### config.mk
export PLATFORM = sky130hd
export DESIGN_NAME = palm_region_sum_classifier_unit
export DESIGN_NICKNAME = d
export VERILOG_FILES = /design/src/sv/prsc_pkg.sv /design/src/sv/prsc_front.sv /design/src/sv/prsc_cmd_fifo.sv /design/src/sv/prsc_accum.sv /design/src/sv/prsc_decide.sv /design/src/sv/palm_region_sum_classifier_unit.sv
export SDC_FILE = /design/constraint.sdc
export NUM_CORES = 2
export LEC_CHECK = 0
export BUFFER_PORTS_ARGS = -buffer_cell sky130_fd_sc_hd__buf_2
export CORE_UTILIZATION = 41
export DETAILED_ROUTE_END_ITERATION = 6
export GPL_TIMING_DRIVEN = 0
export MAX_ROUTING_LAYER = met4
export PLACE_DENSITY = 0.59
export SLEW_MARGIN = 20
export SYNTH_ARGS = -nofsm -noshare
export SYNTH_HDL_FRONTEND = slang
export SYNTH_SLANG_ARGS = --single-unit
export TNS_END_PERCENT = 10
### constraint.sdc
create_clock -name clk -period 13.6 [get_ports clk]
set_clock_uncertainty 0.15 [all_clocks]
set_input_delay 0.68 -clock clk [delete_from_list [all_inputs] [get_ports clk]]
set_output_delay 0.68 -clock clk [all_outputs]
set_load 0.02 [all_outputs]
### src/sv/prsc_pkg.sv
// shared types, constants and codes of the palm region sum classifier
package prsc_pkg;

	localparam int FRONT_ROWS_DEF = 32;
	localparam int FRONT_COLS_DEF = 18;
	localparam int BACK_ROWS_DEF  = 24;
	localparam int BACK_COLS_DEF  = 14;
	localparam int CMD_DEPTH_DEF  = 4;

	localparam int FE_ROW_LO     = 14;
	localparam int BE_TOP_COL_LO = 9;
	localparam int BE_BOT_COL_LO = 7;

	localparam logic [1:0] CFG_FRONT_THRESHOLD = 2'd0;
	localparam logic [1:0] CFG_BACK_THRESHOLD  = 2'd1;
	localparam logic [1:0] CFG_TIE_MARGIN      = 2'd2;
	localparam logic [1:0] CFG_FRONT_GAIN      = 2'd3;

	localparam logic [14:0] FRONT_THRESHOLD_RST = 15'd50;
	localparam logic [14:0] BACK_THRESHOLD_RST  = 15'd150;
	localparam logic [15:0] TIE_MARGIN_RST      = 16'd500;
	localparam logic [3:0]  FRONT_GAIN_RST      = 4'd3;

	localparam logic [1:0] SCR_FRONT     = 2'd0;
	localparam logic [1:0] SCR_BACK      = 2'd1;
	localparam logic [1:0] SCR_UNDECIDED = 2'd2;

	typedef struct packed {
		logic        front_edge;
		logic        front_middle;
		logic        back_edge;
		logic        back_middle;
		logic [14:0] value;
		logic        last;
	} cmd_t;

	typedef struct packed {
		logic [31:0] front_edge;
		logic [31:0] back_edge;
		logic [31:0] front_middle;
		logic [31:0] back_middle;
	} sums_t;

	typedef enum logic [2:0] {
		DEC_IDLE,
		DEC_MUL,
		DEC_SCALE,
		DEC_CMP,
		DEC_OUT
	} dec_state_t;

endpackage

### src/sv/prsc_front.sv
// front part: region decode and threshold check of one sample into a command
module prsc_front import prsc_pkg::*; #(
	parameter int FRONT_ROWS = FRONT_ROWS_DEF,
	parameter int FRONT_COLS = FRONT_COLS_DEF,
	parameter int BACK_ROWS  = BACK_ROWS_DEF,
	parameter int BACK_COLS  = BACK_COLS_DEF
) (
	input  logic               from_back,
	input  logic [4:0]         row_index,
	input  logic [4:0]         column_index,
	input  logic signed [15:0] sample_value,
	input  logic               frame_end,
	input  logic [14:0]        front_threshold,
	input  logic [14:0]        back_threshold,
	output cmd_t               cmd
);

	logic [5:0] row_x;
	logic [5:0] col_x;
	logic       front_hit;
	logic       back_hit;
	logic       edge_col;

	assign row_x = {1'b0, row_index};
	assign col_x = {1'b0, column_index};

	always_comb begin
		front_hit = !from_back && row_x < 6'(FRONT_ROWS) && col_x < 6'(FRONT_COLS)
			&& sample_value > $signed({1'b0, front_threshold});
		back_hit = from_back && row_x < 6'(BACK_ROWS) && col_x < 6'(BACK_COLS)
			&& sample_value > $signed({1'b0, back_threshold});
		edge_col = col_x <= 6'd1 || col_x >= 6'(FRONT_COLS - 2);

		cmd.front_edge = front_hit && edge_col && row_x >= 6'(FE_ROW_LO)
			&& row_x <= 6'(FRONT_ROWS - 6);
		cmd.front_middle = front_hit && row_x >= 6'd2 && row_x < 6'(FRONT_ROWS / 2)
			&& col_x >= 6'd2 && col_x <= 6'(FRONT_COLS - 3);
		cmd.back_edge = back_hit
			&& ((row_x == 6'd1 && col_x >= 6'(BE_TOP_COL_LO))
			|| (row_x >= 6'(BACK_ROWS - 2) && col_x >= 6'(BE_BOT_COL_LO)));
		cmd.back_middle = back_hit && row_x >= 6'd2 && row_x <= 6'(BACK_ROWS - 3)
			&& col_x >= 6'd2 && col_x < 6'(BACK_COLS / 2);
		cmd.value = sample_value[14:0];
		cmd.last  = frame_end;
	end

endmodule

### src/sv/prsc_cmd_fifo.sv
// short command queue between the front and the accumulators
module prsc_cmd_fifo import prsc_pkg::*; #(
	parameter int DEPTH = CMD_DEPTH_DEF
) (
	input  logic clk,
	input  logic arst_n,
	input  logic push,
	input  cmd_t wdata,
	output logic full,
	input  logic pop,
	output cmd_t rdata,
	output logic valid
);

	localparam int AW = (DEPTH > 1) ? $clog2(DEPTH) : 1;
	localparam int CW = $clog2(DEPTH + 1);

	cmd_t          mem_q [DEPTH];
	logic [AW-1:0] wr_ptr_q;
	logic [AW-1:0] rd_ptr_q;
	logic [CW-1:0] count_q;
	logic          do_push;
	logic          do_pop;

	assign full    = count_q == CW'(DEPTH);
	assign valid   = count_q != '0;
	assign rdata   = mem_q[rd_ptr_q];
	assign do_push = push && !full;
	assign do_pop  = pop && valid;

	always_ff @(posedge clk) begin
		if (do_push) begin
			mem_q[wr_ptr_q] <= wdata;
		end
	end

	always_ff @(posedge clk or negedge arst_n) begin
		if (!arst_n) begin
			wr_ptr_q <= '0;
			rd_ptr_q <= '0;
			count_q  <= '0;
		end else begin
			if (do_push) begin
				wr_ptr_q <= (wr_ptr_q == AW'(DEPTH - 1)) ? '0 : wr_ptr_q + 1'b1;
			end
			if (do_pop) begin
				rd_ptr_q <= (rd_ptr_q == AW'(DEPTH - 1)) ? '0 : rd_ptr_q + 1'b1;
			end
			if (do_push && !do_pop) begin
				count_q <= count_q + 1'b1;
			end else if (do_pop && !do_push) begin
				count_q <= count_q - 1'b1;
			end
		end
	end

endmodule

### src/sv/prsc_accum.sv
// back part: saturating region accumulators, handing frame sums to the decision unit
module prsc_accum import prsc_pkg::*; (
	input  logic  clk,
	input  logic  arst_n,
	input  cmd_t  cmd,
	input  logic  cmd_valid,
	output logic  cmd_pop,
	input  logic  dec_ready,
	output logic  dec_start,
	output sums_t dec_sums
);

	sums_t sums_q;
	sums_t sums_d;

	function automatic logic [31:0] sat_add(input logic [31:0] acc, input logic [14:0] v);
		logic [32:0] s;
		s = {1'b0, acc} + {18'b0, v};
		return s[32] ? '1 : s[31:0];
	endfunction

	always_comb begin
		sums_d.front_edge   = cmd.front_edge ? sat_add(sums_q.front_edge, cmd.value)
			: sums_q.front_edge;
		sums_d.back_edge    = cmd.back_edge ? sat_add(sums_q.back_edge, cmd.value)
			: sums_q.back_edge;
		sums_d.front_middle = cmd.front_middle ? sat_add(sums_q.front_middle, cmd.value)
			: sums_q.front_middle;
		sums_d.back_middle  = cmd.back_middle ? sat_add(sums_q.back_middle, cmd.value)
			: sums_q.back_middle;
		cmd_pop   = cmd_valid && (!cmd.last || dec_ready);
		dec_start = cmd_pop && cmd.last;
		dec_sums  = sums_d;
	end

	always_ff @(posedge clk or negedge arst_n) begin
		if (!arst_n) begin
			sums_q <= '0;
		end else if (cmd_pop) begin
			sums_q <= cmd.last ? '0 : sums_d;
		end
	end

endmodule

### src/sv/prsc_decide.sv
// decision unit: gain and grid ratio scaling by cross multiplication, tie check, result register
module prsc_decide import prsc_pkg::*; #(
	parameter int FRONT_ROWS = FRONT_ROWS_DEF,
	parameter int FRONT_COLS = FRONT_COLS_DEF,
	parameter int BACK_ROWS  = BACK_ROWS_DEF,
	parameter int BACK_COLS  = BACK_COLS_DEF
) (
	input  logic        clk,
	input  logic        arst_n,
	input  logic        start,
	input  sums_t       sums,
	output logic        ready,
	input  logic [3:0]  front_gain,
	input  logic [15:0] tie_margin,
	output logic        empty,
	input  logic        pop,
	output logic [1:0]  screen,
	output logic        used_middle
);

	localparam int NUM = FRONT_ROWS * FRONT_COLS;
	localparam int DEN = BACK_ROWS * BACK_COLS;
	localparam int FW  = 36;
	localparam int XW  = 32 + $clog2(NUM);
	localparam int DB  = $clog2(DEN + 1);
	localparam int CW  = ((FW + 1 + DB) > (XW + 1)) ? (FW + 1 + DB) : (XW + 1);
	localparam logic [XW-1:0] NUM_X = XW'(NUM);
	localparam logic [CW-1:0] DEN_C = CW'(DEN);

	dec_state_t    state_q;
	dec_state_t    state_d;
	sums_t         sums_q;
	logic [FW-1:0] fe_prod_q;
	logic [FW-1:0] fm_prod_q;
	logic [XW-1:0] xe_q;
	logic [XW-1:0] xm_q;
	logic [CW-1:0] ae_q;
	logic [CW-1:0] am_q;
	logic [CW-1:0] he_q;
	logic [CW-1:0] hm_q;
	logic [CW-1:0] xte_q;
	logic [CW-1:0] xtm_q;
	logic          ge_e_q;
	logic          ge_m_q;
	logic          und_e_q;
	logic          und_m_q;
	logic          out_valid_q;
	logic [1:0]    screen_q;
	logic          used_q;

	logic [FW-1:0] fe_prod;
	logic [FW-1:0] fm_prod;
	logic [XW-1:0] be_prod;
	logic [XW-1:0] bm_prod;
	logic [CW-1:0] margin_x;
	logic [CW-1:0] ae;
	logic [CW-1:0] am;
	logic [CW-1:0] he;
	logic [CW-1:0] hm;
	logic [CW-1:0] xte;
	logic [CW-1:0] xtm;
	logic          ge_e;
	logic          ge_m;
	logic          und_e;
	logic          und_m;
	logic [1:0]    scr_e;
	logic [1:0]    scr_m;
	logic          load_out;

	assign fe_prod = FW'(sums_q.front_edge) * FW'(front_gain);
	assign fm_prod = FW'(sums_q.front_middle) * FW'(front_gain);
	assign be_prod = XW'(sums_q.back_edge) * NUM_X;
	assign bm_prod = XW'(sums_q.back_middle) * NUM_X;

	// the scaled back sum is compared against front bounds times the grid divisor
	assign margin_x = CW'(tie_margin);
	assign ae       = (CW'(fe_prod_q) + CW'(1)) * DEN_C;
	assign am       = (CW'(fm_prod_q) + CW'(1)) * DEN_C;
	assign he       = (CW'(fe_prod_q) + margin_x) * DEN_C;
	assign hm       = (CW'(fm_prod_q) + margin_x) * DEN_C;
	assign xte      = CW'(xe_q) + margin_x * DEN_C;
	assign xtm      = CW'(xm_q) + margin_x * DEN_C;

	assign ge_e  = ae_q > CW'(xe_q);
	assign ge_m  = am_q > CW'(xm_q);
	assign und_e = ge_e ? (xte_q >= ae_q) : (CW'(xe_q) < he_q);
	assign und_m = ge_m ? (xtm_q >= am_q) : (CW'(xm_q) < hm_q);

	assign ready       = state_q == DEC_IDLE;
	assign empty       = !out_valid_q;
	assign screen      = screen_q;
	assign used_middle = used_q;

	always_comb begin
		scr_e    = und_e_q ? SCR_UNDECIDED : (ge_e_q ? SCR_FRONT : SCR_BACK);
		scr_m    = und_m_q ? SCR_UNDECIDED : (ge_m_q ? SCR_FRONT : SCR_BACK);
		load_out = 1'b0;
		state_d  = state_q;
		case (state_q)
			DEC_IDLE: begin
				if (start) begin
					state_d = DEC_MUL;
				end
			end
			DEC_MUL: begin
				state_d = DEC_SCALE;
			end
			DEC_SCALE: begin
				state_d = DEC_CMP;
			end
			DEC_CMP: begin
				state_d = DEC_OUT;
			end
			DEC_OUT: begin
				if (!out_valid_q || pop) begin
					load_out = 1'b1;
					state_d  = DEC_IDLE;
				end
			end
			default: begin
				state_d = DEC_IDLE;
			end
		endcase
	end

	always_ff @(posedge clk or negedge arst_n) begin
		if (!arst_n) begin
			state_q     <= DEC_IDLE;
			out_valid_q <= 1'b0;
		end else begin
			state_q <= state_d;
			if (load_out) begin
				out_valid_q <= 1'b1;
			end else if (pop) begin
				out_valid_q <= 1'b0;
			end
		end
	end

	always_ff @(posedge clk) begin
		case (state_q)
			DEC_IDLE: begin
				if (start) begin
					sums_q <= sums;
				end
			end
			DEC_MUL: begin
				fe_prod_q <= fe_prod;
				fm_prod_q <= fm_prod;
				xe_q      <= be_prod;
				xm_q      <= bm_prod;
			end
			DEC_SCALE: begin
				ae_q  <= ae;
				am_q  <= am;
				he_q  <= he;
				hm_q  <= hm;
				xte_q <= xte;
				xtm_q <= xtm;
			end
			DEC_CMP: begin
				ge_e_q  <= ge_e;
				ge_m_q  <= ge_m;
				und_e_q <= und_e;
				und_m_q <= und_m;
			end
			default: begin
			end
		endcase
		if (load_out) begin
			screen_q <= (scr_e == SCR_UNDECIDED) ? scr_m : scr_e;
			used_q   <= scr_e == SCR_UNDECIDED;
		end
	end

endmodule

### src/sv/palm_region_sum_classifier_unit.sv
// top level of the palm region sum classifier
// Samples are taken one per cycle whenever full is low; the front decodes each
// sample and queues a command, and the accumulators retire one command per
// cycle unless a frame_end command waits for the decision unit. On the frame_end
// sample the four sums go to the decision unit and the accumulators clear, so
// the next frame streams on without a gap. The result passes in turn through
// the command queue, the capture of the sums, gain and grid scaling, bound
// scaling, comparison and the result register load, which waits while an
// earlier result is unread. The decision unit takes no new frame until its
// result is loaded, so a frame_end that arrives while the previous frame is
// still being decided, or while its result is still unread, waits in the
// command queue, and full rises once that queue fills.
module palm_region_sum_classifier_unit import prsc_pkg::*; #(
	parameter int FRONT_ROWS = FRONT_ROWS_DEF,
	parameter int FRONT_COLS = FRONT_COLS_DEF,
	parameter int BACK_ROWS  = BACK_ROWS_DEF,
	parameter int BACK_COLS  = BACK_COLS_DEF,
	parameter int CMD_DEPTH  = CMD_DEPTH_DEF
) (
	input  logic               clk,
	input  logic               arst_n,
	input  logic               cfg_write,
	input  logic [1:0]         cfg_index,
	input  logic [15:0]        cfg_data,
	input  logic               push,
	output logic               full,
	input  logic               from_back,
	input  logic [4:0]         row_index,
	input  logic [4:0]         column_index,
	input  logic signed [15:0] sample_value,
	input  logic               frame_end,
	output logic               empty,
	input  logic               pop,
	output logic [1:0]         screen,
	output logic               used_middle
);

	logic [14:0] front_threshold_q;
	logic [14:0] back_threshold_q;
	logic [15:0] tie_margin_q;
	logic [3:0]  front_gain_q;

	cmd_t  front_cmd;
	cmd_t  head_cmd;
	logic  head_valid;
	logic  head_pop;
	logic  dec_ready;
	logic  dec_start;
	sums_t dec_sums;

	always_ff @(posedge clk or negedge arst_n) begin
		if (!arst_n) begin
			front_threshold_q <= FRONT_THRESHOLD_RST;
			back_threshold_q  <= BACK_THRESHOLD_RST;
			tie_margin_q      <= TIE_MARGIN_RST;
			front_gain_q      <= FRONT_GAIN_RST;
		end else if (cfg_write) begin
			case (cfg_index)
				CFG_FRONT_THRESHOLD: front_threshold_q <= cfg_data[14:0];
				CFG_BACK_THRESHOLD:  back_threshold_q  <= cfg_data[14:0];
				CFG_TIE_MARGIN:      tie_margin_q      <= cfg_data;
				CFG_FRONT_GAIN:      front_gain_q      <= cfg_data[3:0];
				default: begin
				end
			endcase
		end
	end

	prsc_front #(
		.FRONT_ROWS(FRONT_ROWS),
		.FRONT_COLS(FRONT_COLS),
		.BACK_ROWS (BACK_ROWS),
		.BACK_COLS (BACK_COLS)
	) u_front (
		.from_back      (from_back),
		.row_index      (row_index),
		.column_index   (column_index),
		.sample_value   (sample_value),
		.frame_end      (frame_end),
		.front_threshold(front_threshold_q),
		.back_threshold (back_threshold_q),
		.cmd            (front_cmd)
	);

	prsc_cmd_fifo #(
		.DEPTH(CMD_DEPTH)
	) u_cmd_fifo (
		.clk   (clk),
		.arst_n(arst_n),
		.push  (push),
		.wdata (front_cmd),
		.full  (full),
		.pop   (head_pop),
		.rdata (head_cmd),
		.valid (head_valid)
	);

	prsc_accum u_accum (
		.clk      (clk),
		.arst_n   (arst_n),
		.cmd      (head_cmd),
		.cmd_valid(head_valid),
		.cmd_pop  (head_pop),
		.dec_ready(dec_ready),
		.dec_start(dec_start),
		.dec_sums (dec_sums)
	);

	prsc_decide #(
		.FRONT_ROWS(FRONT_ROWS),
		.FRONT_COLS(FRONT_COLS),
		.BACK_ROWS (BACK_ROWS),
		.BACK_COLS (BACK_COLS)
	) u_decide (
		.clk        (clk),
		.arst_n     (arst_n),
		.start      (dec_start),
		.sums       (dec_sums),
		.ready      (dec_ready),
		.front_gain (front_gain_q),
		.tie_margin (tie_margin_q),
		.empty      (empty),
		.pop        (pop),
		.screen     (screen),
		.used_middle(used_middle)
	);

endmodule

=== Word-level counts from Yosys, hierarchy flattened ===
Memories as Yosys holds them, arrays and structs flattened.
Index checks and enable logic that the tools add are counted.

* $add $sub $neg: 14
* Multipliers: 9
* $lt $le $gt $ge: 25
* Equal/unequal tests: 14
* Muxes and demuxes: 29
* Reductions and logical operators: 47

{| class="wikitable"
|+ Operators with widths
! cell !! count
|-
| $mux 32 || 8
|-
| $mul 46x5->42 const B || 4
|-
| $add 32x15->33 || 4
|-
| $mux 128 || 1
|-
| $add 42x46->46 || 2
|-
| $ge 46x46->1 || 2
|-
| $gt 46x42->1 || 2
|-
| $lt 42x46->1 || 2
|-
| $add 36x1->37 const B || 2
|-
| $add 36x16->37 || 2
|-
| $mul 32x4->36 || 2
|-
| $mul 32x4->36 const B || 2
|-
| $gt 16x16->1 || 2
|-
| $logic_and 1x1->1 || 26
|-
| $mul 16x5->21 const B || 1
|-
| $lt 5x5->1 const B || 3
|-
| $pmux 3 s5 || 1
|-
| $mux 3 || 4
|-
| $reduce_and 2->1 || 6
|-
| $eq 2x2->1 const B || 5
|-
| $ge 5x2->1 const B || 2
|-
| $ge 5x4->1 const B || 2
|-
| $ge 5x5->1 const B || 2
|-
| $le 5x5->1 const B || 2
|-
| other kinds (24) || 49
|}

* Register bits after elaboration: 728
* RAM bits: 80
* Logic and storage cells: 172
* Memories kept: 1

{| class="wikitable"
|+ Memories
! memory !! words !! bits a word !! read ports !! clocked after Yosys merged registers in !! wr ports !! RTL line !! source
|-
| u_cmd_fifo.mem_q || 4 || 20 || 1 || 0 || 1 || prsc_cmd_fifo.sv:18 || <nowiki>cmd_t mem_q [DEPTH];</nowiki>
|}

=== Logic depth before layout (Yosys ltp) ===
* Depth after elaboration: 8
* Mapped depth: 29

=== Cells and area by module ===
From an unflattened synthesis, not the netlist that was laid out.

* Cells, all modules: 7,695
* Area total of the unflattened synthesis: 73,834.6 um2

{| class="wikitable"
|+ Modules (own cells, without submodules)
! module !! instances !! cells each !! area an instance (um2) !! seq. area each (um2)
|-
| prsc_decide || 1 || 5,861 || 56,279.0 || 15,805.2
|-
| prsc_accum || 1 || 1,437 || 11,109.4 || 3,203.1
|-
| prsc_cmd_fifo || 1 || 141 || 3,433.3 || 2,577.5
|-
| palm_region_sum_classifier_unit || 1 || 107 || 1,911.8 || 1,270.0
|-
| prsc_front || 1 || 149 || 1,101.1 || 0.0
|}

=== Worst setup path before layout ===
OpenSTA, ideal clock, no wires.

* Kind: reg2reg
* From: register u_decide.state_q[1]
* To: register u_decide.state_q[1]
* Setup time: 0.128 ns
* Arrival time: 11.772 ns
* Required time: 13.322 ns
* Setup slack: 1.550 ns
* Cell stages (with the launch flop): 3
* Clock period less this slack: 12.050 ns
* Cell sequence: dfrtp_1 > nor3b_1 > or2_2

* Longest elaborated chain between the ends: 6
* Elaborated cells on any way between the ends: 12
* Classes of those cells: 6 x eq/ne; 1 x mux; 5 x reduce/logical

{| class="wikitable"
|+ RTL lines
! item !! RTL line !! source
|-
| start, declared || prsc_decide.sv:30 || <nowiki>dec_state_t state_q;</nowiki>
|-
| start signal, assigned || prsc_decide.sv:131 || <nowiki>state_q <= state_d;</nowiki>
|-
| $logic_not 3->1 || prsc_decide.sv:89, prsc_decide.sv:99 ||
|-
| $logic_or 1x1->1 || prsc_accum.sv:31 || <nowiki>cmd_pop = cmd_valid && (!cmd.last || dec_ready);</nowiki>
|-
| $logic_and 1x1->1 || prsc_accum.sv:31 ||
|-
| $logic_and 1x1->1 || prsc_accum.sv:32 || <nowiki>dec_start = cmd_pop && cmd.last;</nowiki>
|-
| $ne 2x2->1 (no source line) || n/a ||
|-
| $reduce_and 2->1 (no source line) || n/a ||
|}

Parallel ways exist; a longest one is shown, timed or not.
A chain may end at the register's enable or synchronous reset.

=== Worst setup path after layout ===
* From: register u_decide.fe_prod_q[0]
* To: register u_decide.he_q[43], data pin

* Longest elaborated chain between the ends: 2

{| class="wikitable"
|+ RTL lines
! item !! RTL line !! source
|-
| start, declared || prsc_decide.sv:33 || <nowiki>logic [FW-1:0] fe_prod_q;</nowiki>
|-
| start signal, assigned || prsc_decide.sv:148 || <nowiki>fe_prod_q <= fe_prod;</nowiki>
|-
| $add 36x16->37 || prsc_decide.sv:79 || <nowiki>assign he = (CW'(fe_prod_q) + margin_x) * DEN_C;</nowiki>
|-
| $mul 46x5->42 || prsc_decide.sv:79 ||
|-
| via u_decide.he[43] || prsc_decide.sv:58 || <nowiki>logic [CW-1:0] he;</nowiki>
|-
| end signal, assigned || prsc_decide.sv:156 || <nowiki>he_q <= he;</nowiki>
|-
| end, declared || prsc_decide.sv:39 || <nowiki>logic [CW-1:0] he_q;</nowiki>
|}

The timed path passes the listed nets, and every way through them passes these cells.

==> metrics <==
Die Height=422.5 µm; Synthesized Nets=9007; Final ANT Viol Nets=0; syn avg cell area=9.541 µm²; cts repair resizes=0; critical path startpoint category=flip-flop; routability cong.=0.9302; Filler Cell Count=16632; GRT Overall Usage=0.2144; most frequent cells after synthesis=inv_1 (1110), ha_1 (1086), edfxtp_1 (603), nand2_1 (563), a21oi_1 (479); RSZ-0062 raised after global routing=no; Yosys reg bits=792; clock transition at the registers of the reported paths=0.06 ns; Clock Tree Buf Depth=3; Design Area, Final=79370 µm²; # port buffers=55; Multi-input gate area=44800 µm²; Top cell by count, worst path=ha_1; area added between synthesis and finish=9.461%; WP buf/inv=4; Req. time, crit path=13.89 ns; actual slew at the worst max-slew pin=1.177 ns; via count=54109; Die W=422.5 µm; Rows=153; Max Freq=0.1335 GHz; max incr delay on CP=0.53 ns; Unique masters post-synth=96; max-slew violation count=0; DRT iter0 DRCs=3180; Synth async-reset ratio=0.2386; fraction of layout cells with a size suffix above 1=0.05194; worst skew pair latency=0.71 ns; Die ar.=178500 µm²; Synthesis Warnings=0; initial antenna violation count=3; Crit Path Class=reg -> reg; via/cell ratio=5.314; post-layout min period=7.490 ns; most frequent cell after synthesis=inv_1; Synth top area share=0.2497; Slowest cell on crit path=edfxtp_1; H-Tree Depth=3; final WL=188000 µm; status=finished clean; Area contributors post-synth=edfxtp_1 (25%), ha_1 (19%), fa_1 (7.5%), dfrtp_1 (6.0%), inv_1 (5.7%); Fin. Hold Viols=0; WP data arrival=7.78 ns; CTS Buf Count=90; crit-path leading delay family=compound AO/OA/AOI/OAI gates; GR Overflow Total=0; Initial Util=0.4149; Post-DP Area=76130 µm²; Place WS=6.146 ns; Clock Sink Count=792; vias in the first global route=53886; first-pass GRT wire length=293500 µm; HPWL reported at the end of detailed placement=154800 µm; largest net degree at the start of global routing=84; cells after synthesis=7600; wire per inst=18.46 µm; part of the cycle the worst path needs=0.5507; FF+latch area=22860 µm²; register area share after synthesis=0.3152; mapped cell area=72510 µm²; final setup margin=6.110 ns; cell taking the most area after synthesis=edfxtp_1; NumNets Final=9184; ys flop type=edfxtp_1; Detailed Routing Iterations Pass 1=5; CTS tree=yes; # setup viols final=0; number of flops mapped to enable cells by yosys=603; HP Class=in -> reg; crit-path max FO=8; clock root cell=clkbuf_16; core area=174800 µm²; Max-slew headroom=0.2153; # IOs=56; Worst Setup End Kind=flip-flop; max_cap viols=0; DRC Markers=0
==> worst reg2reg max path: cells and delay by family (launching register included) <==
family	cells	cell delay, ns
buf+inv	4	0.59
simple gates	2	0.34
flops	1	0.53
xor+xnor	2	0.35
compound gates	13	3.24
fa+ha+maj	6	2.04
==> final timing paths <==
check | end | cells past startpoint | slack, ns | from
max in group asynchronous | tie_margin_q[8] | 4 | 11.82 | arst_n
min in group asynchronous | u_accum.sums_q[62] | 2 | 0.31 | arst_n
worst max register to register | u_decide.he_q[43] | 27 | 6.11 | u_decide.fe_prod_q[0]
worst min-delay path | u_cmd_fifo.mem_q[2][0] | 1 | 0.06 | frame_end
worst max-delay path | u_decide.he_q[43] | 27 | 6.11 | u_decide.fe_prod_q[0]
worst min register to register | u_decide.xm_q[8] | 0 | 0.32 | u_decide.sums_q[2]
==> timing repair <==
item	4_1_cts	5_1_grt
buffers inserted	0	0
hold endpoints to repair	36	0
hold buffers	1	0
endpoints found under the setup margin	0	0
==> routing by layer <==
| layer | global-route usage | share of wire | vias up |
|---|---|---|---|
| met1 | 0.2816 | 0.47 | 25919 |
| li1 | - | - | 26879 |
| met5 | - | 0 | - |
| met2 | 0.3439 | 0.46 | 1012 |
| met4 | 0.07971 | 0.038 | 0 |
| met3 | 0.01919 | 0.038 | 299 |
==> cell families after synthesis <==
logic type	Yosys count	synth area share
compound gates	1624	0.1449
xor+xnor	605	0.07308
fa+ha+maj	1356	0.2619
buf+inv	1291	0.06716
flops	792	0.3152
mux	73	0.01429
simple gates	1859	0.1234
==> cell usage in the layout (no fill, tap or decap), drive strengths merged, types with 18 or more instances in the layout <==
cell and n:
a31oi 111, mux4 20, buf 115, nor3 102, and3 124, inv 1117
xnor2 413, clkbuf 262, a21o 278, a311oi 32, and4 19, o211ai 28
nand2 563, edfxtp 603, clkinv 26, o21bai 50, o21ai 309, a211o 18
nand2b 60, ha 1086, or3 21, nor4 23, mux2 44, dfrtp 174
o21a 78, xor2 192, a211oi 45, o31ai 25, nor2 432, nand4 105
and2 120, nor2b 76, a21boi 23, fa 270, a21oi 482, or2 24
nand3 154, a31o 18
==> metrics by stage <==
| stage | TNS [ns] | std cells | utilization | hold WS [ns] |
|---|---|---|---|---|
| floorplan | 0 | 7600 | - | 0.2344 |
| global placement | -656.47 | 9980 | 0.4331 | 0.3009 |
| finish | 0 | 10183 | 0.4541 | 0.06470 |
| detailed placement | 0 | 10009 | 0.4356 | 0.2960 |
| CTS | 0 | 10180 | 0.4541 | 0.01289 |
| global route | 0 | 10181 | 0.4541 | 0.05810 |
==> registers in the layout, indices dropped and copies added (netlist names), 4 cells and up <==
signal,cells
u_cmd_fifo.mem_q,80
u_decide.xtm_q,39
front_threshold_q,15
u_decide.ae_q,42
u_accum.sums_q,128
u_decide.fm_prod_q,36
front_gain_q,4
back_threshold_q,15
u_decide.hm_q,42
tie_margin_q,16
u_decide.xm_q,36
u_decide.he_q,42
u_decide.am_q,42
u_decide.sums_q,128
u_decide.xte_q,37
u_decide.xe_q,36
u_decide.fe_prod_q,36
==> layout make-up <==
type                       count  area share
sequential                   792      0.2880
timing repair buffer          85    0.008655
antenna                        3  0.00009459
multi-input combinational   5517      0.5645
inverter                    1111     0.05254
tap                         2325     0.03665
clock buffer                 113     0.03025
buffer                       180    0.008986
clock inverter                57     0.01036
Power is left out: the tool's default activity adds up to more than one toggle a clock period on the data nets, which glitch-free logic cannot reach.
